### src/mfps_pkg.sv
// Shared types and constants for the maximum falling path sum block.
// No dependencies; imported by every module of the block except mfps_ram.
package mfps_pkg;

    localparam int VALUE_W     = 16;           // matrix element width
    localparam int SUM_W       = 48;           // path sum width
    localparam int CFG_W       = 9;            // num_cols register width
    localparam int QUEUE_DEPTH = 4;            // front-to-back queue entries
    localparam int QPTR_W      = 2;            // log2 of QUEUE_DEPTH

    localparam logic [CFG_W-1:0] NUM_COLS_RESET = 9'd256;

    localparam logic signed [SUM_W-1:0] SUM_MIN = {1'b1, {(SUM_W-1){1'b0}}};
    localparam logic signed [SUM_W-1:0] SUM_MAX = {1'b0, {(SUM_W-1){1'b1}}};

    // Classification the front attaches to each element.
    typedef struct packed {
        logic first_row;   // element belongs to the first row
        logic col_is0;     // column 0
        logic col_is1;     // column 1
        logic col_is2;     // column 2
        logic has_right;   // right neighbor exists (not row end)
        logic final_cell;  // last element of the matrix
    } t_flags;

endpackage

### src/mfps_queue.sv
// Short register FIFO between front and back ends.
// Depends on mfps_pkg for the queue depth.
module mfps_queue
    import mfps_pkg::*;
#(
    parameter int WIDTH = 32
) (
    input  logic             i_clk,
    input  logic             i_rst_n,
    input  logic             i_push,
    input  logic [WIDTH-1:0] i_data,
    output logic             o_full,
    input  logic             i_pop,
    output logic             o_valid,
    output logic [WIDTH-1:0] o_data
);

    logic [WIDTH-1:0]  r_buf [QUEUE_DEPTH];
    logic [QPTR_W-1:0] r_wptr;
    logic [QPTR_W-1:0] r_rptr;
    logic [QPTR_W:0]   r_count;
    logic              do_push;
    logic              do_pop;

    assign o_full  = (r_count == (QPTR_W + 1)'(QUEUE_DEPTH));
    assign o_valid = (r_count != '0);
    assign o_data  = r_buf[r_rptr];
    assign do_push = i_push && !o_full;
    assign do_pop  = i_pop && o_valid;

    always_ff @(posedge i_clk) begin
        if (do_push) begin
            r_buf[r_wptr] <= i_data;
        end
    end

    always_ff @(posedge i_clk) begin
        if (!i_rst_n) begin
            r_wptr  <= '0;
            r_rptr  <= '0;
            r_count <= '0;
        end else begin
            if (do_push) begin
                r_wptr <= r_wptr + QPTR_W'(1);
            end
            if (do_pop) begin
                r_rptr <= r_rptr + QPTR_W'(1);
            end
            case ({do_push, do_pop})
                2'b10:   r_count <= r_count + (QPTR_W + 1)'(1);
                2'b01:   r_count <= r_count - (QPTR_W + 1)'(1);
                default: r_count <= r_count;
            endcase
        end
    end

endmodule

### config.mk
export PLATFORM = sky130hd
export DESIGN_NAME = mfps_queue
export DESIGN_NICKNAME = d
export VERILOG_FILES = /design/src/mfps_pkg.sv /design/src/mfps_queue.sv
export SDC_FILE = /design/constraint.sdc
export NUM_CORES = 1
export LEC_CHECK = 0
export BUFFER_PORTS_ARGS = -buffer_cell sky130_fd_sc_hd__buf_2
export CAP_MARGIN = 20
export CORE_MARGIN = 2
export CORE_UTILIZATION = 61
export CTS_BUF_LIST = sky130_fd_sc_hd__clkbuf_8 sky130_fd_sc_hd__clkbuf_16
export CTS_CLUSTER_DIAMETER = 200
export DETAILED_ROUTE_END_ITERATION = 8
export PLACE_DENSITY_LB_ADDON = 0.1
export SETUP_SLACK_MARGIN = 0.15
export SLEW_MARGIN = 10
export SYNTH_ARGS = -nofsm -noshare
export SYNTH_HDL_FRONTEND = slang
export SYNTH_SLANG_ARGS = --single-unit
export TNS_END_PERCENT = 100
### constraint.sdc
create_clock -name i_clk -period 3.9 [get_ports i_clk]
set_clock_uncertainty 0.1 [all_clocks]
set_input_delay 0 -clock i_clk [delete_from_list [all_inputs] [get_ports i_clk]]
set_output_delay 0 -clock i_clk [all_outputs]
set_load 0.1 [all_outputs]
# Yosys cells after proc, flatten, opt, wreduce, memory -nomap -nowiden
# Memories as Yosys holds them, arrays and structs flattened. A register that Yosys moved wholly into a read port is not among the register bits.
# Index checks and enable logic that the tools add are counted.
dict set report totals {
  regBits 7
  mem_bits_rw 128
  input_bits 36
  elab_cells 21
  memories 1
}
dict set report classes {
  addsub 4
  n_eq_ne 3
  n_mux 5
  n_reduce_logical 5
}
# memory words width rd rd_ports_with_merged_regs wr line_no
set mem_list {}
lappend mem_list {r_buf 4 32 1 1 1 mfps_queue.sv:18} ;# logic [WIDTH-1:0] r_buf [QUEUE_DEPTH];
# op n
set op_table {}
lappend op_table {{$pmux W3 S2} 1}
lappend op_table {{$add A2 B1 Y2 const B} 2}
lappend op_table {{$mux W2} 2}
lappend op_table {{$add A3 B1 Y3 const B} 1}
lappend op_table {{$eq A3 B3 Y1 const B} 1}
lappend op_table {{$reduce_bool A3 Y1} 1}
lappend op_table {{$sub A3 B1 Y3 const B} 1}
lappend op_table {{$eq A2 B1 Y1 const B} 1}
lappend op_table {{$eq A2 B2 Y1 const B} 1}
lappend op_table {{$logic_and A1 B1 Y1} 2}
lappend op_table {{$mux W1} 2}
lappend op_table {{$reduce_bool A2 Y1} 1}
lappend op_table {{$logic_not A1 Y1} 1}

# Logic depth before layout (Yosys ltp)
# Gate-level depths: netlist of the first run.
dict set report depth {
  ltp_word 5
  depth_mapped 10
}

# Worst setup path before layout of the first run
# No wires, ideal clock.
dict set report synth_timing {
  path_type {register to register}
  startpoint {reg r_count[2]}
  endpoint {reg r_count[2]}
  setup_ps 76
  arrival_ps 3123
  slack_ps 602
  path_stages_with_launch 11
  path_buffers 1
  synth_period_minus_slack_ps 3298
  cell_sequence {dfxtp_1 > nor3b_2 > nor2b_1 > buf_2 > inv_1 > ha_1 > inv_1 > fa_1 > xor2_1 > or3_1 > a21boi_0}
}
dict set report synth_via {
  elab_chain_cells 5
  elab_cells_between_ends 11
}
# item line_no
set synth_lines {}
lappend synth_lines {{start: declaration} mfps_queue.sv:21} ;# logic [QPTR_W:0] r_count;
lappend synth_lines {{start signal: assignment} mfps_queue.sv:50} ;# 2'b10: r_count <= r_count + (QPTR_W + 1)'(1);
lappend synth_lines {{start signal: assignment} mfps_queue.sv:51} ;# 2'b01: r_count <= r_count - (QPTR_W + 1)'(1);
lappend synth_lines {{start signal: assignment} mfps_queue.sv:52} ;# default: r_count <= r_count;
lappend synth_lines {{$eq A3 B3 Y1 *} mfps_queue.sv:25} ;# assign o_full = (r_count == (QPTR_W + 1)'(QUEUE_DEPTH));
lappend synth_lines {{net o_full} mfps_queue.sv:12} ;# output logic o_full,
lappend synth_lines {{$logic_not A1 Y1 *} mfps_queue.sv:28} ;# assign do_push = i_push && !o_full;
lappend synth_lines {{$logic_and A1 B1 Y1 *} mfps_queue.sv:28}
lappend synth_lines {{$eq A2 B1 Y1 or $eq A2 B2 Y1 (tied branches)} mfps_queue.sv:49} ;# case ({do_push, do_pop})
lappend synth_lines {{$pmux W3 S2 or $reduce_bool A2 Y1 (tied branches)} n/a}
# The timed path passes the listed nets; every way through them passes the cells marked *.
# A chain may end at the register's enable or synchronous reset.

==> implementation parameters, run 1 <==
Parameter                              Value

Worst setup path
  Critical path cell sequence ... buf_4 -> mux4_2 -> buf_2
  Worst setup path class ... flip-flop to primary output
  Cell with the biggest individual delay on the critical path ... sky130_fd_sc_hd__dfxtp_2
  Reg-to-Reg Start ... r_count[2]$_SDFFE_PN0P_
  Critical path endpoint ... o_data[4]
  Crit path buffers/inverters ... 2
  Worst endpoint required time ... 3.80 ns
  CP delay by family, top ... buffers and inverters
  Crit Path Max Fanout ... 17
  Delay of the slowest cell on the worst path ... 0.71 ns
  Register-to-register setup slack ... 1.64 ns
  Setup crit start kind ... flip-flop
  Critical Path AT ... 2.51 ns
  Worst reg-to-reg path cell count ... 9
  Worst R2R End ... r_count[2]$_SDFFE_PN0P_
  Critical Path Sink Type ... primary output
  Levels on crit path ... 3

STA
  Final clock period utilization by the worst path ... 67.0%
  Unrepaired setup endpoints after global routing ... false
  Setup-violating endpoint count in the final report ... 0
  Setup slack after layout ... 1.29 ns
  Crit path time final ... 2.61 ns
  Worst slew margin relative to its limit ... 40.5%
  Measured slew at the worst slew-check pin ... 0.892 ns
  Number of failing hold endpoints at the final stage ... 0
  Aggregate negative setup slack ... 0 ns
  Fmax ... 0.383 GHz
  Worst hold margin ... 0.139 ns
  Max-slew violations ... 0

Place
  Port buffer count ... 69
  Total cell area at the placement stage ... 5550 um^2
  Final weighted congestion in routability-driven placement ... 0.682
  Placed wire-length estimate ... 4.59 mm
  Placed instance count ... 385
  Pre-CTS worst setup slack ... 1.63 ns

Cells and area
  Core Util, Final ... 78.9%
  Fraction of layout cells with a size suffix above 1 ... 39.7%
  Leading cell types in the layout, fill and taps excluded ... sky130_fd_sc_hd__edfxtp_1, sky130_fd_sc_hd__buf_2, sky130_fd_sc_hd__dlygate4sd3_1
  Commonest non-fill, non-tap cell in the layout ... sky130_fd_sc_hd__edfxtp_1
  Number of nets at the end of the flow ... 377
  N_diodes ... 0
  Final cell area excluding filler cells ... 6480 um^2
  Area Overhead vs Synth ... 25.7%
  Combined area of the multi-input logic cells ... 1020 um^2
  Count of filler cells inserted in the layout ... 422
  Sequential cell area in the final layout ... 4030 um^2
  Number of standard cells in the final layout excluding fillers ... 453

Global routing
  GR Overflow Total ... 0
  Vias in the first global route ... 2567
  Global router's overall resource usage ... 20.7%
  Number of antenna violations at the first check in global routing ... 0
  Wire length of the first global-routing pass ... 13.3 mm
  Largest net degree at the start of global routing ... 33

Logic synthesis
  Synth Net Count ... 261
  Syn_area_per_cell ... 23.5 um^2
  Post-synthesis sequential element count ... 137
  Main synth FF type ... sky130_fd_sc_hd__edfxtp_1
  Netlist Area Pre-Place ... 5160 um^2
  Count of mapped cells out of synthesis ... 219
  Distinct cell type count of the synthesized netlist ... 23
  Number of synthesized flops with an enable pin ... 128
  Total of warnings raised by yosys ... 0
  Part of the Yosys area used for sequential elements ... 78.0%
  Fraction of synthesis flops using an asynchronous set or reset pin ... 0%

Clocking
  Clock sink count ... 137
  Clk buf depth ... 2
  Post-CTS resize count ... 0
  CTS hold repair buffers ... 36
  Clock edge transition at the registers on the reported setup and hold paths ... 0.06 ns
  Post-CTS setup repair buffer count ... 0
  Master cell of the clock root buffer ... sky130_fd_sc_hd__clkbuf_8
  Number of H-tree branching levels ... 4
  Clock tree from TritonCTS ... yes
  Clock latency reported for the late side of the worst-skew pair ... 0.51 ns
  Number of CTS-inserted buffers ... 17

Floorplan
  Count of pins on the block boundary ... 70
  Standard-cell row count ... 33
  Core region area ... 8220 um^2
  Starting density of the core ... 62.8%
  Die Y-Extent ... 95.9 um
  DIE AREA ... 9200 um^2
  DIE WIDTH ... 95.9 um

Route
  Vias ... 2466
  Number of iterations in the first detailed-routing pass ... 4
  Number of DRC violations after detailed-routing iteration 0 ... 160
  DRC violations left ... 0
  Detailed Route WL ... 8.64 mm
  Wirelength per Cell ... 19.1 um
  DR vias/cell ... 5.44
  Number of nets still failing antenna checks after routing ... 0

Pwr
  Pwr/cell area ... 828 nW/um^2
  Worst vdd rail ir drop ... 605 uV
  Total chip power ... 5.37 mW
  LEAKAGE ... 2.26 nW

Run
  Number of violations of the max-capacitance limit ... 0

Hold path
  Hold Path Class ... input pin to flip-flop

Status
  Status ... complete, no violations
final cells by class:
| type | count | share of cell area, % |
|---|---|---|
| Clock buffer | 17 | 6.39 |
| Clock inverter | 15 | 2.39 |
| Inverter | 6 | 0.347 |
| Multi-Input combinational cell | 67 | 15.7 |
| Sequential cell | 137 | 62.1 |
| Tap cell | 105 | 2.03 |
| Timing Repair Buffer | 106 | 11.0 |
synth_stat cells (2+ instances only):
| cell type | instances | area (um^2) |
|---|---|---|
| sky130_fd_sc_hd__inv_1 | 6 | 22.5 |
| sky130_fd_sc_hd__dfxtp_1 | 9 | 180 |
| sky130_fd_sc_hd__ha_1 | 5 | 62.6 |
| sky130_fd_sc_hd__edfxtp_1 | 128 | 3840 |
| sky130_fd_sc_hd__and2_1 | 7 | 43.8 |
| sky130_fd_sc_hd__mux4_2 | 30 | 676 |
| sky130_fd_sc_hd__mux4_1 | 2 | 52.6 |
| sky130_fd_sc_hd__buf_12 | 3 | 60.1 |
| sky130_fd_sc_hd__xnor2_1 | 3 | 26.3 |
| sky130_fd_sc_hd__buf_2 | 4 | 20.0 |
| sky130_fd_sc_hd__nor2b_1 | 3 | 18.8 |
| sky130_fd_sc_hd__or3_1 | 2 | 12.5 |
| sky130_fd_sc_hd__o21ai_0 | 2 | 10.0 |
| sky130_fd_sc_hd__mux2i_1 | 2 | 20.0 |
| sky130_fd_sc_hd__nand2_1 | 5 | 18.8 |
metal layers:
| layer | track usage [%] | routed length (um) |
|---|---|---|
| met4 | 8.33 | 61 |
| met2 | 34.9 | 4560 |
| met1 | 25.2 | 3510 |
| met5 | 0 | 0 |
| met3 | 6.03 | 499 |
state kept, by name, summed over array words and instances, names as in the netlist, named ones only:
| name | cells |
|---|---|
| r_buf | 128 |
| r_count | 3 |
| r_wptr | 2 |
| r_rptr | 2 |
report_power, final:
| part | leakage (nW) | internal (mW) | switching, mW |
|---|---|---|---|
| registers | 1.25 | 1.78 | 0.120 |
| logic | 0.737 | 0.450 | 1.52 |
| clock network | 0.273 | 0.909 | 0.591 |
| total | 2.26 | 3.14 | 2.23 |
worst reg2reg max path, cell delays in order (launching register included):
cell and delay, ns:
sky130_fd_sc_hd__dfxtp_1 0.43, sky130_fd_sc_hd__nor3b_2 0.22, sky130_fd_sc_hd__nor2b_1 0.14, sky130_fd_sc_hd__inv_1 0.08, sky130_fd_sc_hd__ha_1 0.17, sky130_fd_sc_hd__inv_1 0.06
sky130_fd_sc_hd__fa_1 0.37, sky130_fd_sc_hd__xor2_1 0.15, sky130_fd_sc_hd__or3_1 0.30, sky130_fd_sc_hd__a21boi_0 0.16
cell families after synthesis:
family / Yosys count / share of synthesized area, %
flops: 137 / 78.0
simple gates: 18 / 2.06
compound gates: 5 / 0.825
xor+xnor: 4 / 0.680
fa+ha+maj: 6 / 1.60
mux: 34 / 14.5
buf+inv: 15 / 2.28
worst min path at each step:
stage                             end        from  cells after the start
6_report       r_buf[2][30]$_DFFE_PP_  i_data[30]                      2
5_1_grt        r_buf[1][21]$_DFFE_PP_  i_data[21]                      2
4_1_cts        r_buf[3][30]$_DFFE_PP_  i_data[30]                      2
3_5_place_dp   r_buf[3][10]$_DFFE_PP_  i_data[10]                      1
3_3_place_gp   r_buf[0][26]$_DFFE_PP_  i_data[26]                      1
2_1_floorplan   r_buf[0][0]$_DFFE_PP_   i_data[0]                      0
Note: power is estimated with default switching activity, not from simulation.
==> inputs of run 2 (changes only) <==
Settings changed: CORE_UTILIZATION 61 to 57.
Clock period 3.9 ns to 2.6 ns, I/O delays scaled along.
==> run 2 against run 1 <==
Register-to-register slack got worse by 1.1 ns. Largest cell class unchanged. Flip-flop and latch count unchanged. First-iteration DRC count decreased by 62%. Sequential power increased by 48%. Critical endpoint is now o_data[29]. Final cell count increased by 2.4%. Highest routed layer unchanged.
==> implementation parameters, run 2 (synthesis results as in run 1) <==
Parameter                              Value

Status
  Status ... complete, no violations

Clocking
  Clk buf depth ... 2 (unchanged)
  Clock tree from TritonCTS ... yes
  Number of H-tree branching levels ... 4 (unchanged)
  Clock sink count ... 137 (unchanged)
  Post-CTS setup repair buffer count ... 0 (unchanged)
  Master cell of the clock root buffer ... sky130_fd_sc_hd__clkbuf_8
  Number of CTS-inserted buffers ... 17 (unchanged)
  Clock latency reported for the late side of the worst-skew pair ... 0.51 ns (about the same)
  Clock edge transition at the registers on the reported setup and hold paths ... 0.06 ns (about the same)

Pwr
  Sw Ratio ... 41.3% (-0.20 points)
  Switching component of the power ... 3.38 mW (+52%)
  Part of the power in combinational logic ... 37.6% (+1.0 points)
  Pwr/cell area ... 1240 nW/um^2 (+49%)
  Register share of total power ... 34.4% (-1.0 points)
  Worst vdd rail ir drop ... 704 uV (+16%)
  Internal power contribution ... 4.80 mW (+53%)
  LEAKAGE ... 2.31 nW (+2.4%)
  Clock network power share ... 28.0% (about the same)

Route
  Wirelength per Cell ... 17.7 um (-7.2%)
  Number of DRC violations after detailed-routing iteration 0 ... 61 (-62%)
  DRC violations left ... 0 (unchanged)
  Number of iterations in the first detailed-routing pass ... 6 (+2)
  DR vias/cell ... 5.28 (-3.0%)
  Vias ... 2450 (-0.65%)
  Detailed Route WL ... 8.21 mm (-4.9%)
  Number of nets still failing antenna checks after routing ... 0 (unchanged)

Worst setup path
  Critical Path AT ... 2.17 ns (-0.34 ns)
  Crit Path Max Fanout ... 10 (-7)
  Worst endpoint required time ... 2.50 ns (-1.30 ns)
  Setup crit start kind ... flip-flop
  Critical path cell sequence ... buf_4 -> mux4_2 -> buf_2
  Critical Path Sink Type ... primary output
  Worst R2R End ... r_count[2]$_SDFFE_PN0P_
  CP delay by family, top ... buffers and inverters
  Reg-to-Reg Start ... r_count[2]$_SDFFE_PN0P_
  Register-to-register setup slack ... 0.51 ns (-1.13 ns)
  Delay of the slowest cell on the worst path ... 0.55 ns (-0.16 ns)
  Crit path buffers/inverters ... 2 (unchanged)
  Cell with the biggest individual delay on the critical path ... sky130_fd_sc_hd__dfxtp_2
  Worst setup path class ... flip-flop to primary output
  Worst reg-to-reg path cell count ... 9 (unchanged)

STA
  Max-slew violations ... 0 (unchanged)
  Final clock period utilization by the worst path ... 87.5%
  Worst hold margin ... 0.131 ns (-0.00823 ns)
  Setup slack after layout ... 0.326 ns (-0.961 ns)
  Number of failing hold endpoints at the final stage ... 0 (unchanged)
  Setup-violating endpoint count in the final report ... 0 (unchanged)
  Crit path time final ... 2.27 ns
  Unrepaired setup endpoints after global routing ... false
  Measured slew at the worst slew-check pin ... 0.559 ns (-0.333 ns)
  Fmax ... 0.440 GHz
  Worst slew margin relative to its limit ... 62.7% (+22 points)

Floorplan
  Starting density of the core ... 58.8% (-3.9 points)
  Die Y-Extent ... 99.1 um (+3.3%)
  Count of pins on the block boundary ... 70 (unchanged)
  DIE AREA ... 9820 um^2 (+6.7%)
  Standard-cell row count ... 34 (+3.0%)
  Core region area ... 8760 um^2 (+6.7%)
  DIE WIDTH ... 99.1 um (+3.3%)

Global routing
  Largest net degree at the start of global routing ... 24 (-27%)
  Grt met3 use ... 5.20% (-0.83 points)
  Number of antenna violations at the first check in global routing ... 0 (unchanged)
  Wire length of the first global-routing pass ... 13.1 mm (-1.8%)
  GR Overflow Total ... 0 (unchanged)
  Global-route met2 utilization ... 28.9% (-6.0 points)
  GR met1 Demand/Resource ... 24.5% (-0.69 points)
  Global routing's busiest layer ... met2
  Global router's overall resource usage ... 18.4% (-2.3 points)
  Vias in the first global route ... 2546 (-0.82%)

Hold path
  Hold Path End ... r_buf[2][17]$_DFFE_PP_
  HP Start ... i_data[17]
  Hold path depth ... 2 (unchanged)
  Hold Path Class ... input pin to flip-flop

Place
  Pre-CTS worst setup slack ... 0.490 ns (-1.14 ns)
  Total cell area at the placement stage ... 5690 um^2 (+2.5%)
  Placed instance count ... 397 (+3.1%)
  Placed wire-length estimate ... 4.93 mm (+7.5%)
  Port buffer count ... 69 (unchanged)
  Final weighted congestion in routability-driven placement ... 0.749 (+9.8%)

Cells and area
  Leading cell types in the layout, fill and taps excluded ... sky130_fd_sc_hd__edfxtp_1, sky130_fd_sc_hd__buf_2, sky130_fd_sc_hd__dlygate4sd3_1
  Fraction of layout cells with a size suffix above 1 ... 43.5% (+3.9 points)
  N_diodes ... 0 (unchanged)
  Number of standard cells in the final layout excluding fillers ... 464 (+2.4%)
  Number of flip-flops in the largest register ... 128 (unchanged)
  Core Util, Final ... 75.5% (-3.4 points)
  Biggest regs ... r_buf: 128 flops, r_count: 3 flops
  Commonest non-fill, non-tap cell in the layout ... sky130_fd_sc_hd__edfxtp_1
  Most flops, register ... r_buf
  Final cell area excluding filler cells ... 6620 um^2 (+2.1%)
  Number of nets at the end of the flow ... 385 (+2.1%)
  Area Overhead vs Synth ... 28.4%

Run
  Number of violations of the max-capacitance limit ... 0 (unchanged)
run 2: worst max-delay path by stage:
stage	from	end	slack (ns)	cells past startpoint
after floorplan	r_count[0]$_SDFFE_PN0P_	r_count[2]$_SDFFE_PN0P_	-0.16	10
after global placement	r_count[2]$_SDFFE_PN0P_	r_count[2]$_SDFFE_PN0P_	0.57	9
after detailed placement	r_count[2]$_SDFFE_PN0P_	r_count[2]$_SDFFE_PN0P_	0.49	9
after CTS	flip-flop	o_data[29]	0.27	3
after global routing	flip-flop	o_data[29]	0.22	3
final	flip-flop	o_data[29]	0.33	3
run 2: power groups by stage:
stage               Sequential, mW  Combinational (mW)  Clock, mW
floorplan                     2.78                2.75          0
global placement              2.85                3.05          0
detailed placement            2.86                3.05          0
CTS                           2.82                3.10       2.34
global route                  2.84                3.19       2.43
finish                        2.81                3.07       2.29
run 2: metal layers:
layer	vias up	part of all wire (%)	wire, um
met1	1229	44	3580
met4	0	1.1	91
met3	10	4.2	345
li1	1152	-	-
met2	59	51	4200
met5	-	0	0
run 2: repair_timing:
item                      in CTS  in global routing
hold buffers                  35                  0
resized for setup              0                  0
hold endpoints to repair     137                  0
run 2: through the flow:
step	setup TNS [ns]	power, mW
3_3_place_gp	0	5.90
2_1_floorplan	-0.178	5.53
5_1_grt	0	8.46
4_1_cts	0	8.26
3_5_place_dp	0	5.92
6_report	0	8.18
run 2: layout make-up:
class | count | area, um^2
tap | 108 | 135
inverter | 6 | 22.5
multi-input combinational | 67 | 1040
clock buffer | 17 | 414
sequential | 137 | 4030
fill | 512 | 2140
timing repair buffer | 114 | 808
clock inverter | 15 | 166
