$ cat src/mfps_pkg.sv
// Shared types and constants for the maximum falling path sum block.
// No dependencies; imported by every module of the block except mfps_ram.
package mfps_pkg;

    localparam int VALUE_W     = 16;           // matrix element width
    localparam int SUM_W       = 48;           // path sum width
    localparam int CFG_W       = 9;            // num_cols register width
    localparam int QUEUE_DEPTH = 4;            // front-to-back queue entries
    localparam int QPTR_W      = 2;            // log2 of QUEUE_DEPTH

    localparam logic [CFG_W-1:0] NUM_COLS_RESET = 9'd256;

    localparam logic signed [SUM_W-1:0] SUM_MIN = {1'b1, {(SUM_W-1){1'b0}}};
    localparam logic signed [SUM_W-1:0] SUM_MAX = {1'b0, {(SUM_W-1){1'b1}}};

    // Classification the front attaches to each element.
    typedef struct packed {
        logic first_row;   // element belongs to the first row
        logic col_is0;     // column 0
        logic col_is1;     // column 1
        logic col_is2;     // column 2
        logic has_right;   // right neighbor exists (not row end)
        logic final_cell;  // last element of the matrix
    } t_flags;

endpackage

$ cat src/mfps_front.sv
// Front end: accepts elements, tracks column and first-row status, tags each element.
// Depends on mfps_pkg.
module mfps_front
    import mfps_pkg::*;
#(
    parameter int MAX_COLS = 256,
    localparam int AW      = (MAX_COLS > 1) ? $clog2(MAX_COLS) : 1
) (
    input  logic               i_clk,
    input  logic               i_rst_n,
    input  logic [CFG_W-1:0]   i_num_cols,
    input  logic               i_accept,
    input  logic               i_final_cell,
    output t_flags             o_flags,
    output logic [AW-1:0]      o_col
);

    localparam int CMPW = (AW + 1 > CFG_W + 1) ? AW + 1 : CFG_W + 1;

    logic [AW-1:0]   r_col;
    logic [AW-1:0]   n_col;
    logic            r_first;
    logic            n_first;
    logic [CMPW-1:0] eff_cols;
    logic [CMPW-1:0] col_w;
    logic            row_end;

    // Zero columns acts as one; counts above the store depth clamp to it.
    always_comb begin
        if (i_num_cols == '0) begin
            eff_cols = CMPW'(1);
        end else if (CMPW'(i_num_cols) > CMPW'(MAX_COLS)) begin
            eff_cols = CMPW'(MAX_COLS);
        end else begin
            eff_cols = CMPW'(i_num_cols);
        end
    end

    assign col_w   = CMPW'(r_col);
    assign row_end = (col_w + CMPW'(1)) >= eff_cols;

    always_comb begin
        o_flags.first_row  = r_first;
        o_flags.col_is0    = (col_w == CMPW'(0));
        o_flags.col_is1    = (col_w == CMPW'(1));
        o_flags.col_is2    = (col_w == CMPW'(2));
        o_flags.has_right  = !row_end;
        o_flags.final_cell = i_final_cell;
        o_col              = r_col;
    end

    always_comb begin
        n_col   = r_col;
        n_first = r_first;
        if (i_accept) begin
            if (i_final_cell) begin
                n_col   = '0;
                n_first = 1'b1;
            end else if (row_end) begin
                n_col   = '0;
                n_first = 1'b0;
            end else begin
                n_col   = r_col + AW'(1);
            end
        end
    end

    always_ff @(posedge i_clk) begin
        if (!i_rst_n) begin
            r_col   <= '0;
            r_first <= 1'b1;
        end else begin
            r_col   <= n_col;
            r_first <= n_first;
        end
    end

endmodule

$ cat config.mk
export PLATFORM = sky130hd
export DESIGN_NAME = mfps_front
export DESIGN_NICKNAME = d
export VERILOG_FILES = /design/src/mfps_pkg.sv /design/src/mfps_front.sv
export SDC_FILE = /design/constraint.sdc
export NUM_CORES = 1
export LEC_CHECK = 0
export BUFFER_PORTS_ARGS = -buffer_cell sky130_fd_sc_hd__buf_2
export CELL_PAD_IN_SITES_DETAIL_PLACEMENT = 2
export CELL_PAD_IN_SITES_GLOBAL_PLACEMENT = 2
export CORE_ASPECT_RATIO = 1.2
export CORE_MARGIN = 8
export CORE_UTILIZATION = 30
export CTS_CLUSTER_SIZE = 10
export DETAILED_ROUTE_END_ITERATION = 6
export GPL_TIMING_DRIVEN = 0
export PLACE_DENSITY = 0.86
export SLEW_MARGIN = 20
export SYNTH_ARGS = -nofsm -noshare
export SYNTH_HDL_FRONTEND = slang
export SYNTH_SLANG_ARGS = --single-unit
$ cat constraint.sdc
create_clock -name i_clk -period 5.3 [get_ports i_clk]
set_input_delay 0.53 -clock i_clk [delete_from_list [all_inputs] [get_ports i_clk]]
set_output_delay 0.53 -clock i_clk [all_outputs]
set_load 0.005 [all_outputs]
== Yosys cells after proc, flatten, opt, wreduce, memory -nomap -nowiden ==
Index checks and enable logic that the tools add are counted.

* Mux-type cells: 6
* Equality and inequality tests: 2
* Order comparisons: 2
* Add/sub/neg operators: 2
* Reductions and logical operators: 5

{| class="wikitable"
|+ Operators with widths
! cell !! count
|-
| $mux 9 || 2
|-
| $mux 8 || 2
|-
| $ge 9x10->1 || 1
|-
| $logic_not 10->1 || 1
|-
| $add 8x1->9 const B || 1
|-
| $gt 9x9->1 const B || 1
|-
| $logic_not 9->1 || 1
|-
| $add 8x1->8 const B || 1
|-
| $eq 8x1->1 const B || 1
|-
| $eq 8x2->1 const B || 1
|-
| $mux 1 || 2
|-
| $reduce_and 2->1 || 1
|-
| $reduce_bool 2->1 || 1
|-
| $logic_not 1->1 || 1
|}

* Output and inout bits: 14
* Register bits after elaboration: 9

== Logic depth before layout (Yosys ltp) ==
Gate-level depths: netlist (run 1).

* Word-level depth: 6
* Gate-level depth with buffers: 11
* Gate-level depth less buffers: 11

== Worst setup path before layout (run 1) ==
No wires, ideal clock.

* Path type: register to output
* From: register r_col[0], in the netlist o_col[0]
* To: output port o_flags[1] in the netlist's numbering
* Required time: 4.770 ns
* Stages on the path, launching flop included: 9
* Path slack: 2.835 ns
* Buffers on the path: 0
* Arrival time: 1.935 ns
* Cell sequence: dfxtp_1 > ha_1 > and3_1 > and3_1 > xor2_1 > ha_1 > a21o_1 > a21oi_1 > a21boi_2

{| class="wikitable"
|+ RTL lines
! what !! line !! RTL
|-
| start: declaration || mfps_front.sv:20 || <nowiki>logic [AW-1:0] r_col;</nowiki>
|-
| start signal: assignment || mfps_front.sv:73 || <nowiki>r_col <= n_col;</nowiki>
|-
| end: declaration || mfps_front.sv:14 || <nowiki>output t_flags o_flags,</nowiki>
|}

==> metrics.md, run 1 <==
| Metric | Value |
|---|---|
| Status | `complete, no violations` |
| Die Ht | `roughly 74 um` |
| TritonCTS Buffers | `3` |
| EDFF count, synth | `0` |
| Worst Setup Path Type | `register to primary output` |
| Hold Crit Class | `register to register` |
| Adder-Cell Fraction of Synth Area | `0.191` |
| Initial antenna violation count | `0` |
| Mux contribution to synthesized area | `0` |
| Leak | `about 0.00054 uW` |
| Req. time, crit path | `about 4.8 ns` |
| Nets@finish | `between 150 and 200` |
| Post-Route WL | `~2800 um` |
| Post-synthesis compound-gate area fraction | `0.143` |
| CP Capture Type | `primary output` |
| Maximum vdd drop | `roughly 0.00011 V` |
| Vias in the first global route | `~1000` |
| N_diodes | `0` |
| Register bit total from synthesis | `9` |
| Syn Nets | `131` |
| Simple-Gate Fraction of Synth Area | `0.343` |
| DRT antenna net count | `0` |
| RSZ-0062 raised after global routing | `false` |
| Syn-to-layout area delta | `22.8%` |
| Row count | `21` |
| Maxcap violations | `0` |
| Synth Instances | `between 100 and 150` |
| Initial DRC count | `16` |
| Cell with the largest stage delay on the worst path | `dfxtp_1` |
| Sequential area share after synthesis | `0.212` |
| Max-slew violation count | `0` |
| H-tree depth | `1` |
| Placement Cell Area | `roughly 0.0010 mm^2` |
| Post-CTS Setup Inserts | `0` |
| WP buf/inv | `1` |
| Clock buffer depth | `2` |
| CTS clk-pin slew, worst paths | `0.06 ns` |
| Detailed placement HPWL | `between 2000 and 2500 um` |
| Largest net degree at the start of global routing | `10` |
| IO Pins | `27` |
| Achievable frequency | `approximately 310 MHz` |
| Vias | `between 800 and 900` |
| Vias per cell | `approximately 5.2` |
| Delay of the slowest critical-path stage | `0.49 ns` |
| Total Power | `around 150 uW` |
| Syn Area/Cell | `slightly above 8 um^2` |
| Number of remaining DRC errors | `0` |
| TritonRoute pass-1 iters | `4` |
| Slew @ Worst Pin | `0.341 ns` |
| Congestion Overflow GR | `0` |
| Final Setup Violations | `0` |
| Asr flop ratio synth | `0` |
| Die Area | `~0.0048 mm^2` |
| Synth Warn # | `0` |
| Routed len/inst | `about 17 um` |
| Worst skew pair latency | `~0.25 ns` |
| Final min period | `3.28 ns` |
| Fraction of layout cells with a size suffix above 1 | `0.284` |
| Maximum fanout along the worst path | `8` |
| Final hold vios | `0` |
| IO buf count | `25` |
| TritonCTS sink count | `9` |
| Pwr dens | `approximately 150 mW/mm^2` |
| First-pass GRT wire length | `around 4700 um` |
| Routability congestion estimate | `roughly 0.76` |
| Top FF cell, synth | `dfxtp_1` |
| Worst setup SP type | `register` |
| Global Route Usage Sum | `0.122` |
| Delay-heaviest family, CP | `compound AO/OA/AOI/OAI gates` |
| Distinct cell type count of the synthesized netlist | `34` |
| Fin crit share | `0.618` |
| Core area | `~0.0028 mm^2` |
| Die Wd | `around 65 um` |
| CP Cell Sequence | `ha_1 -> and3_1 -> and3_1 -> xor2_1 -> ha_1 -> a21o_1 -> a21oi_1 -> a21boi_2 -> buf_2` |
| Slew HR | `0.772` |
| CTS-repair resized insts | `0` |
| Setup TNS | `0 ns` |
| Post-Synth XOR/XNOR Area | `0.0706` |
| Main combinational cell family by area after synthesis | `simple AND/OR/NAND/NOR gates` |
| Worst EP arrival | `approximately 2.8 ns` |
| Clock skew | `roughly 0.006 ns` |
| Mapped cell area | `approximately 850 um^2` |
| Clk root buf | `clkbuf_4` |
| Fin area | `approximately 0.0010 mm^2` |
| CTS Hold Bufs | `0` |
| CTS tree | `done` |
| Starting Density | `0.308` |
## flip-flops by register name, summed over array words and instances, names as in the netlist
register,flops
o_col,8
r_first,1
## cell type report
type	instances	area (um^2)
Timing Repair Buffer	25	125
Tap cell	34	42.5
Inverter	4	15.0
Clock buffer	4	26.3
Multi-Input combinational cell	89	636
Buffer	3	20.0
Sequential cell	9	180
Fill cell	334	1710
## cell usage after synthesis (2+ instances only)
library cell  instances  area [um^2]
clkinv_1              2         7.51
a21oi_1               5         25.0
a32oi_1               3         26.3
nor2_1                4         15.0
nor2b_1               6         37.5
inv_1                 2         7.51
nand2_1              19         71.3
xor2_1                4         35.0
nand3_1               3         15.0
nand4_1               2         12.5
buf_4                 2         15.0
o21ai_0               4         20.0
ha_1                 13          163
nor3_1                3         15.0
and2_1                3         18.8
and3_1                4         25.0
dfxtp_1               9          180
## metal layers
| layer | GRT usage | vias up | part of all wire |
|---|---|---|---|
| li1 | - | 427 | - |
| met1 | 0.129 | 428 | 0.40 |
| met2 | 0.233 | 14 | 0.55 |
| met3 | 0.0271 | 4 | 0.027 |
| met4 | 0.0364 | 0 | 0.014 |
| met5 | 0 | - | 0 |
## through the flow
step	cells	util	worst slack, ns	hold WS, ns
detailed placement	164	0.369	2.27	0.504
global route	168	0.379	1.74	0.534
global placement	164	0.369	2.37	0.483
floorplan	105	-	2.83	0.468
finish	168	0.379	2.02	0.506
CTS	168	0.379	1.98	0.512
## worst min-delay path, stage by stage, from the launching register on
cell and delay (ns):
dfxtp_1 0.31, o21ai_0 0.07, nand3_1 0.08
## placed cells by master, fill, tap and decap left out, drive strengths merged, types with 5 or more instances in the layout
master  Yosys  final
xor2        5      5
buf         3     28
and3        5      5
nand2      19     19
a21oi       6      6
nor2b       6      6
nor2        5      5
ha         13     13
dfxtp       9      9
## report_power, final
part / internal (uW) / leakage (uW) / switching (uW) / total (uW)
combinational: 14.1 / 0.000453 / 17.8 / 31.9
clock: 28.9 / 0.0000150 / 22.2 / 51.1
sequential: 68.4 / 0.0000727 / 1.44 / 69.9
total: 111 / 0.000540 / 41.5 / 153
## logic make-up after synthesis
| group | count (synthesis) |
|---|---|
| compound gates | 17 |
| xor+xnor | 6 |
| fa+ha+maj | 13 |
| buf+inv | 7 |
| flops | 9 |
| simple gates | 53 |
## worst paths after layout
path | startpoint | end | slack [ns] | depth (start not counted)
max | o_col[0] | o_flags[1] | 2.02 | 9
min | r_first | r_first | 0.51 | 2
max reg2reg | o_col[0] | o_col[4] | 2.64 | 10
min reg2reg | r_first | r_first | 0.51 | 2
(Power assumes the default switching activity.)
==> run 2: changes to the inputs <==
--- a/config.mk
+++ b/config.mk
@@ -5,16 +5,17 @@
 export SDC_FILE = /design/constraint.sdc
 export NUM_CORES = 1
 export LEC_CHECK = 0
+export ABC_AREA = 1
 export BUFFER_PORTS_ARGS = -buffer_cell sky130_fd_sc_hd__buf_2
 export CELL_PAD_IN_SITES_DETAIL_PLACEMENT = 2
 export CELL_PAD_IN_SITES_GLOBAL_PLACEMENT = 2
 export CORE_ASPECT_RATIO = 1.2
 export CORE_MARGIN = 8
-export CORE_UTILIZATION = 30
+export CORE_UTILIZATION = 23
 export CTS_CLUSTER_SIZE = 10
 export DETAILED_ROUTE_END_ITERATION = 6
 export GPL_TIMING_DRIVEN = 0
-export PLACE_DENSITY = 0.86
+export PLACE_DENSITY = 0.76
 export SLEW_MARGIN = 20
 export SYNTH_ARGS = -nofsm -noshare
 export SYNTH_HDL_FRONTEND = slang
==> constraint.sdc (replaced) <==
create_clock -name i_clk -period 3 [get_ports i_clk]
set_input_delay 0.3 -clock i_clk [delete_from_list [all_inputs] [get_ports i_clk]]
set_output_delay 0.3 -clock i_clk [all_outputs]
set_load 0.005 [all_outputs]
==> run 2 against run 1 <==
- via count up 13%
- final area rose by 7.8%
- utilization decreased by 7.1 points
- critical path depth rose by 3
- critical endpoint unchanged
- sequential power increased by 77%
- sequential share of layout area is 1.2 points lower
- clock skew fell by 0.0026 ns
- first-iteration DRC count increased by 63%
==> metrics.md, run 2 <==
| Metric | Value |
|---|---|
| WHS Endpoint | `r_first` |
| Setup TNS | `0 ns` |
| Routed len/inst | `between 10 and 15 um` |
| Maximum vdd drop | `0.0000941 V` |
| Most common cell after layout, fill and taps aside | `nand2_1` |
| Syn Nets | `160` |
| Sequential area share after synthesis | `0.203` |
| Worst Setup Path Type | `register to primary output` |
| CTS-repair resized insts | `0` |
| Hold Crit Depth | `3` |
| Number of remaining DRC errors | `0` |
| Status | `complete, no violations` |
| Post-Route WL | `about 3000 um` |
| Pre-CTS setup slack | `between 0.5 and 0.6 ns` |
| Worst setup SP type | `register` |
| Max-slew violation count | `0` |
| Maxcap violations | `0` |
| IO buf count | `26` |
| Syn Area/Cell | `6.61 um^2` |
| Vias per cell | `4.58` |
| Clk root buf | `clkbuf_8` |
| Top FF cell, synth | `dfxtp_1` |
| Pwr dens | `between 200 and 300 mW/mm^2` |
| First-pass GRT wire length | `about 5400 um` |
| Initial antenna violation count | `0` |
| Achievable frequency | `between 300 and 400 MHz` |
| CP Cell Sequence | `ha_1 -> nand3_2 -> nor2_2 -> nand3_1 -> nor2_1 -> ha_1 -> nand3_1 -> nor2_1 -> nand2_1 -> nand2_1 -> nor2_4 -> buf_2` |
| Total Power | `between 300 and 400 uW` |
| Largest register FFs | `8` |
| Most frequent cells in the layout | `nand2_1, buf_2, inv_1` |
| Setup WS post-layout | `0.302 ns` |
| CP Capture Type | `primary output` |
| Cell with the largest stage delay on the worst path | `dfxtp_1` |
| Worst hold margin | `0.299 ns` |
| DRT antenna net count | `0` |
| RR Endpoint | `o_col[2]` |
| N_diodes | `0` |
| Row count | `24` |
| Worst reg2reg startpoint | `o_col[1]` |
| Global Route Usage Sum | `0.111` |
| Clock buffer depth | `2` |
| Vias | `approximately 1000` |
| Asr flop ratio synth | `0` |
| Clock skew | `about 0.0034 ns` |
| Core area | `roughly 0.0037 mm^2` |
| Maximum fanout along the worst path | `10` |
| Hold_sp | `i_accept` |
| Top post-synthesis cells by area | `dfxtp_1, ha_1, nand2_1` |
| CTS tree | `done` |
| Die Ht | `about 84 um` |
| Synth Warn # | `0` |
| Routability congestion estimate | `about 0.81` |
| Syn-to-layout area delta | `27.1%` |
| Leak | `roughly 0.00057 uW` |
| Synth Instances | `between 100 and 150` |
| Reg2reg path depth | `13` |
| Initial DRC count | `26` |
| R2R setup slack | `approximately 0.67 ns` |
| Delay of the slowest critical-path stage | `0.43 ns` |
| TritonCTS sink count | `9` |
| Hold Crit Class | `input port to register` |
| Yosys top cell by area | `dfxtp_1` |
| Most common cell in the synthesized netlist | `nand2_1` |
| Worst skew pair latency | `between 0.2 and 0.25 ns` |
| Largest net degree at the start of global routing | `11` |
| Area share of the largest cell type after synthesis | `0.203` |
| IO Pins | `27` |
| EDFF count, synth | `0` |
| Final min period | `roughly 2.7 ns` |
| Cell total after placement | `~210` |
| Congestion Overflow GR | `0` |
| Final hold vios | `0` |
| Post-CTS Setup Inserts | `0` |
| Vias in the first global route | `1148` |
| Slew HR | `0.719` |
| Detailed placement HPWL | `approximately 2500 um` |
| TritonCTS Buffers | `3` |
| Register bit total from synthesis | `9` |
| Nets@finish | `191` |
| Req. time, crit path | `roughly 2.7 ns` |
| Slew @ Worst Pin | `~0.42 ns` |
| Commonest cells in the synthesized netlist | `nand2_1, inv_1, a21oi_1, ha_1` |
| RSZ-0062 raised after global routing | `false` |
| Fin crit share | `0.899` |
| Distinct cell type count of the synthesized netlist | `21` |
| CTS Hold Bufs | `0` |
| TritonRoute pass-1 iters | `4` |
| CTS clk-pin slew, worst paths | `about 0.05 ns` |
| Fraction of layout cells with a size suffix above 1 | `0.280` |
| Die Wd | `~73 um` |
| Final Instance Count excl. Fillers | `around 220` |
| Die Area | `just over 0.006 mm^2` |
| H-tree depth | `1` |
| Starting Density | `0.242` |
| Final Setup Violations | `0` |
| Mapped cell area | `between 800 and 900 um^2` |
| Worst EP arrival | `2.40 ns` |
[run 2: how the worst max path moves through the flow]
stage                  startpoint         end  slack, ns  cells after the start
floorplan                o_col[1]  o_flags[1]       0.98                     12
global placement    i_num_cols[6]  o_flags[1]       0.59                     14
detailed placement  i_num_cols[6]  o_flags[1]       0.51                     14
CTS                      o_col[1]  o_flags[1]       0.28                     12
global route             o_col[0]  o_flags[1]       0.05                     11
finish                   o_col[1]  o_flags[1]       0.30                     12
[run 2: layout make-up]
| class | instances | area, um^2 |
|---|---|---|
| repair buffers | 26 | 130 |
| clock buffers | 4 | 45.0 |
| flip-flops and latches | 9 | 180 |
| well taps | 52 | 65.1 |
| plain buffers | 3 | 22.5 |
| fillers | 471 | 2540 |
| inverters | 21 | 78.8 |
| multi-input cells | 101 | 604 |
[run 2: logic make-up (layout without fill, tap and decap cells)]
group	after synthesis	count (layout)	synth area share
fa+ha+maj	13	13	0.184
simple gates	69	69	0.374
compound gates	15	15	0.0847
flops	9	9	0.203
xor+xnor	4	4	0.0396
buf+inv	24	54	0.114
[run 2: layer usage]
| metal | routed length [um] | GRT usage | vias to the layer above | part of all wire |
|---|---|---|---|---|
| li1 | - | - | 485 | - |
| met1 | 1180 | 0.114 | 481 | 0.39 |
| met2 | 1700 | 0.210 | 19 | 0.56 |
| met3 | 120 | 0.0192 | 5 | 0.039 |
| met4 | 49 | 0.0438 | 0 | 0.016 |
| met5 | 0 | 0 | - | 0 |
[run 2: power by group]
group | total [uW] | internal [uW] | leakage (uW) | switching (uW)
clock network | 146 | 93.0 | 0.0000228 | 52.7
registers | 124 | 122 | 0.0000728 | 2.63
logic | 60.9 | 24.3 | 0.000472 | 36.6
total | 331 | 239 | 0.000568 | 91.9
[run 2: through the flow]
step	cell area, um^2	utilization
after global routing	1130	0.307
after global placement	1080	0.295
after CTS	1130	0.307
final	1130	0.307
after floorplan	886	-
after detailed placement	1080	0.295
[run 2: worst max-delay path: cells and delay by family (launching register included)]
family / cells / cell delay [ns]
buffers and inverters: 1 / 0.18
and+or+nand+nor: 9 / 1.05
adders and majority gates: 2 / 0.50
DFF: 1 / 0.43
==> run 3: changes to the inputs <==
--- a/config.mk
+++ b/config.mk
@@ -10,7 +10,7 @@
 export CELL_PAD_IN_SITES_DETAIL_PLACEMENT = 2
 export CELL_PAD_IN_SITES_GLOBAL_PLACEMENT = 2
 export CORE_ASPECT_RATIO = 1.2
-export CORE_MARGIN = 8
+export CORE_MARGIN = 4
 export CORE_UTILIZATION = 23
 export CTS_CLUSTER_SIZE = 10
 export DETAILED_ROUTE_END_ITERATION = 6
==> run 3 against run 2 <==
- wire length decreased by 3.0%
- power is 0.92% higher
- combinational power about the same
- critical path depth did not move
- flip-flop and latch count is the same
- hold slack improved by 0.0055 ns
- worst setup slack worse by 0.012 ns
- die area shrank 19%
- first-iteration DRC count is 15% higher
- sequential power is essentially flat
- non-clock buffer count unchanged
- global-route usage is 1.6 points higher
- critical endpoint unchanged
- largest cell class unchanged
==> metrics.md, run 3 (synthesized netlist as in run 2, its figures left out) <==
| Metric | Value |
|---|---|
| Fin area | `approximately 0.0011 mm^2` |
| Clock buffer depth | `2` |
| Core area | `approximately 0.0037 mm^2` |
| Final hold vios | `0` |
| Cell with the largest stage delay on the worst path | `dfxtp_1` |
| Post-CTS Setup Inserts | `0` |
| Final Setup Violations | `0` |
| Req. time, crit path | `2.70 ns` |
| CP Capture Type | `primary output` |
| Max-slew violation count | `0` |
| Slew @ Worst Pin | `0.428 ns` |
| Placement Cell Area | `0.00108 mm^2` |
| Row count | `24` |
| Maxcap violations | `0` |
| CTS-repair resized insts | `0` |
| Worst EP arrival | `2.41 ns` |
| RR Endpoint | `o_col[2]` |
| Maximum fanout along the worst path | `10` |
| Final min period | `2.71 ns` |
| Worst hold margin | `0.304 ns` |
| Die Wd | `64.7 um` |
| R2R setup slack | `0.66 ns` |
| RSZ-0062 raised after global routing | `false` |
| Worst Setup Path Type | `register to primary output` |
| Vias per cell | `between 4 and 5` |
| Hold Crit Class | `input port to register` |
| Vias | `977` |
| Leak | `0.000571 uW` |
| TritonCTS Buffers | `3` |
| Clk root buf | `clkbuf_8` |
| Final Util | `0.308` |
| Most frequent cells in the layout | `nand2_1, buf_2, inv_1` |
| H-tree depth | `1` |
| Worst reg2reg startpoint | `o_col[1]` |
| CTS clk-pin slew, worst paths | `approximately 0.05 ns` |
| Setup TNS | `0 ns` |
| Die Ht | `76.0 um` |
| Routability congestion estimate | `around 0.71` |
| N_diodes | `0` |
| CTS Hold Bufs | `0` |
| WHS Endpoint | `r_first` |
| Status | `complete, no violations` |
| Largest register FFs | `8` |
| DRT antenna net count | `0` |
| Number of remaining DRC errors | `0` |
| CP Cell Sequence | `ha_1 -> nand3_2 -> nor2_2 -> nand3_1 -> nor2_1 -> ha_1 -> nand3_1 -> nor2_1 -> nand2_1 -> nand2_1 -> nor2_4 -> buf_2` |
| IO Pins | `27` |
| Most common cell after layout, fill and taps aside | `nand2_1` |
| Nets@finish | `roughly 190` |
| Final Instance Count excl. Fillers | `216` |
| Worst setup SP type | `register` |
| Slew HR | `0.714` |
| Hold_sp | `i_accept` |
| Initial DRC count | `30` |
| TritonCTS sink count | `9` |
| Delay of the slowest critical-path stage | `about 0.44 ns` |
| Fraction of layout cells with a size suffix above 1 | `0.287` |
| Worst skew pair latency | `roughly 0.24 ns` |
| Pwr dens | `around 300 mW/mm^2` |
| Reg2reg path depth | `13` |
| TritonRoute pass-1 iters | `3` |
| CTS tree | `done` |
| Hold Crit Depth | `3` |
| First-pass GRT wire length | `just under 5000 um` |
| Syn-to-layout area delta | `27.3%` |
| Vias in the first global route | `approximately 1100` |
| Routed len/inst | `between 10 and 15 um` |
| Detailed placement HPWL | `2420 um` |
| Fin crit share | `0.903` |
| Achievable frequency | `369 MHz` |
| Maximum vdd drop | `0.0000986 V` |
| Clock skew | `approximately 0.0069 ns` |
| Starting Density | `0.242` |
| Post-Route WL | `between 2000 and 3000 um` |
| Initial antenna violation count | `0` |
| Die Area | `0.00491 mm^2` |
| Largest net degree at the start of global routing | `11` |
| Congestion Overflow GR | `0` |
| Global Route Usage Sum | `0.127` |
| Filler cells | `between 400 and 500` |
| Cell total after placement | `between 200 and 250` |
| IO buf count | `26` |
run 3: layout make-up:
class | instances | area (um^2) | share of cell area
buffer | 3 | 22.5 | 0.0200
multi-input combinational | 101 | 604 | 0.536
tap | 52 | 65.1 | 0.0577
timing repair buffer | 26 | 130 | 0.115
clock inverter | 1 | 5.00 | 0.00444
inverter | 21 | 78.8 | 0.0699
clock buffer | 3 | 41.3 | 0.0366
sequential | 9 | 180 | 0.160
run 3: critical path: cells and delay by family (launching register included):
family	cells	cell delay [ns]
simple gates	9	1.02
flops	1	0.44
fa+ha+maj	2	0.51
buf+inv	1	0.17
run 3: per-layer routing:
metal | vias to the layer above | GRT usage | routed length (um)
li1 | 487 | - | -
met1 | 462 | 0.125 | 1140
met2 | 21 | 0.257 | 1660
met3 | 7 | 0.0206 | 95
met4 | 0 | 0.0423 | 64
met5 | - | 0 | 0
run 3: where the power goes:
part | switching [uW] | internal (uW) | leakage (uW) | total [uW]
clock network | 57.9 | 91.3 | 0.0000255 | 149
registers | 2.51 | 121 | 0.0000728 | 124
logic | 36.4 | 24.3 | 0.000472 | 60.7
total | 96.9 | 237 | 0.000571 | 334
run 3: worst max path at each step:
stage	from	end	slack, ns
floorplan	o_col[1]	o_flags[1]	0.98
global placement	o_col[0]	o_flags[1]	0.59
detailed placement	o_col[1]	o_flags[1]	0.51
CTS	o_col[1]	o_flags[1]	0.24
global route	o_col[1]	o_flags[1]	0.03
finish	o_col[1]	o_flags[1]	0.29
run 3: through the flow:
step	total power, uW	setup WS, ns
2_1_floorplan	161	0.975
3_3_place_gp	185	0.587
3_5_place_dp	189	0.508
4_1_cts	341	0.236
5_1_grt	354	0.0343
6_report	334	0.290
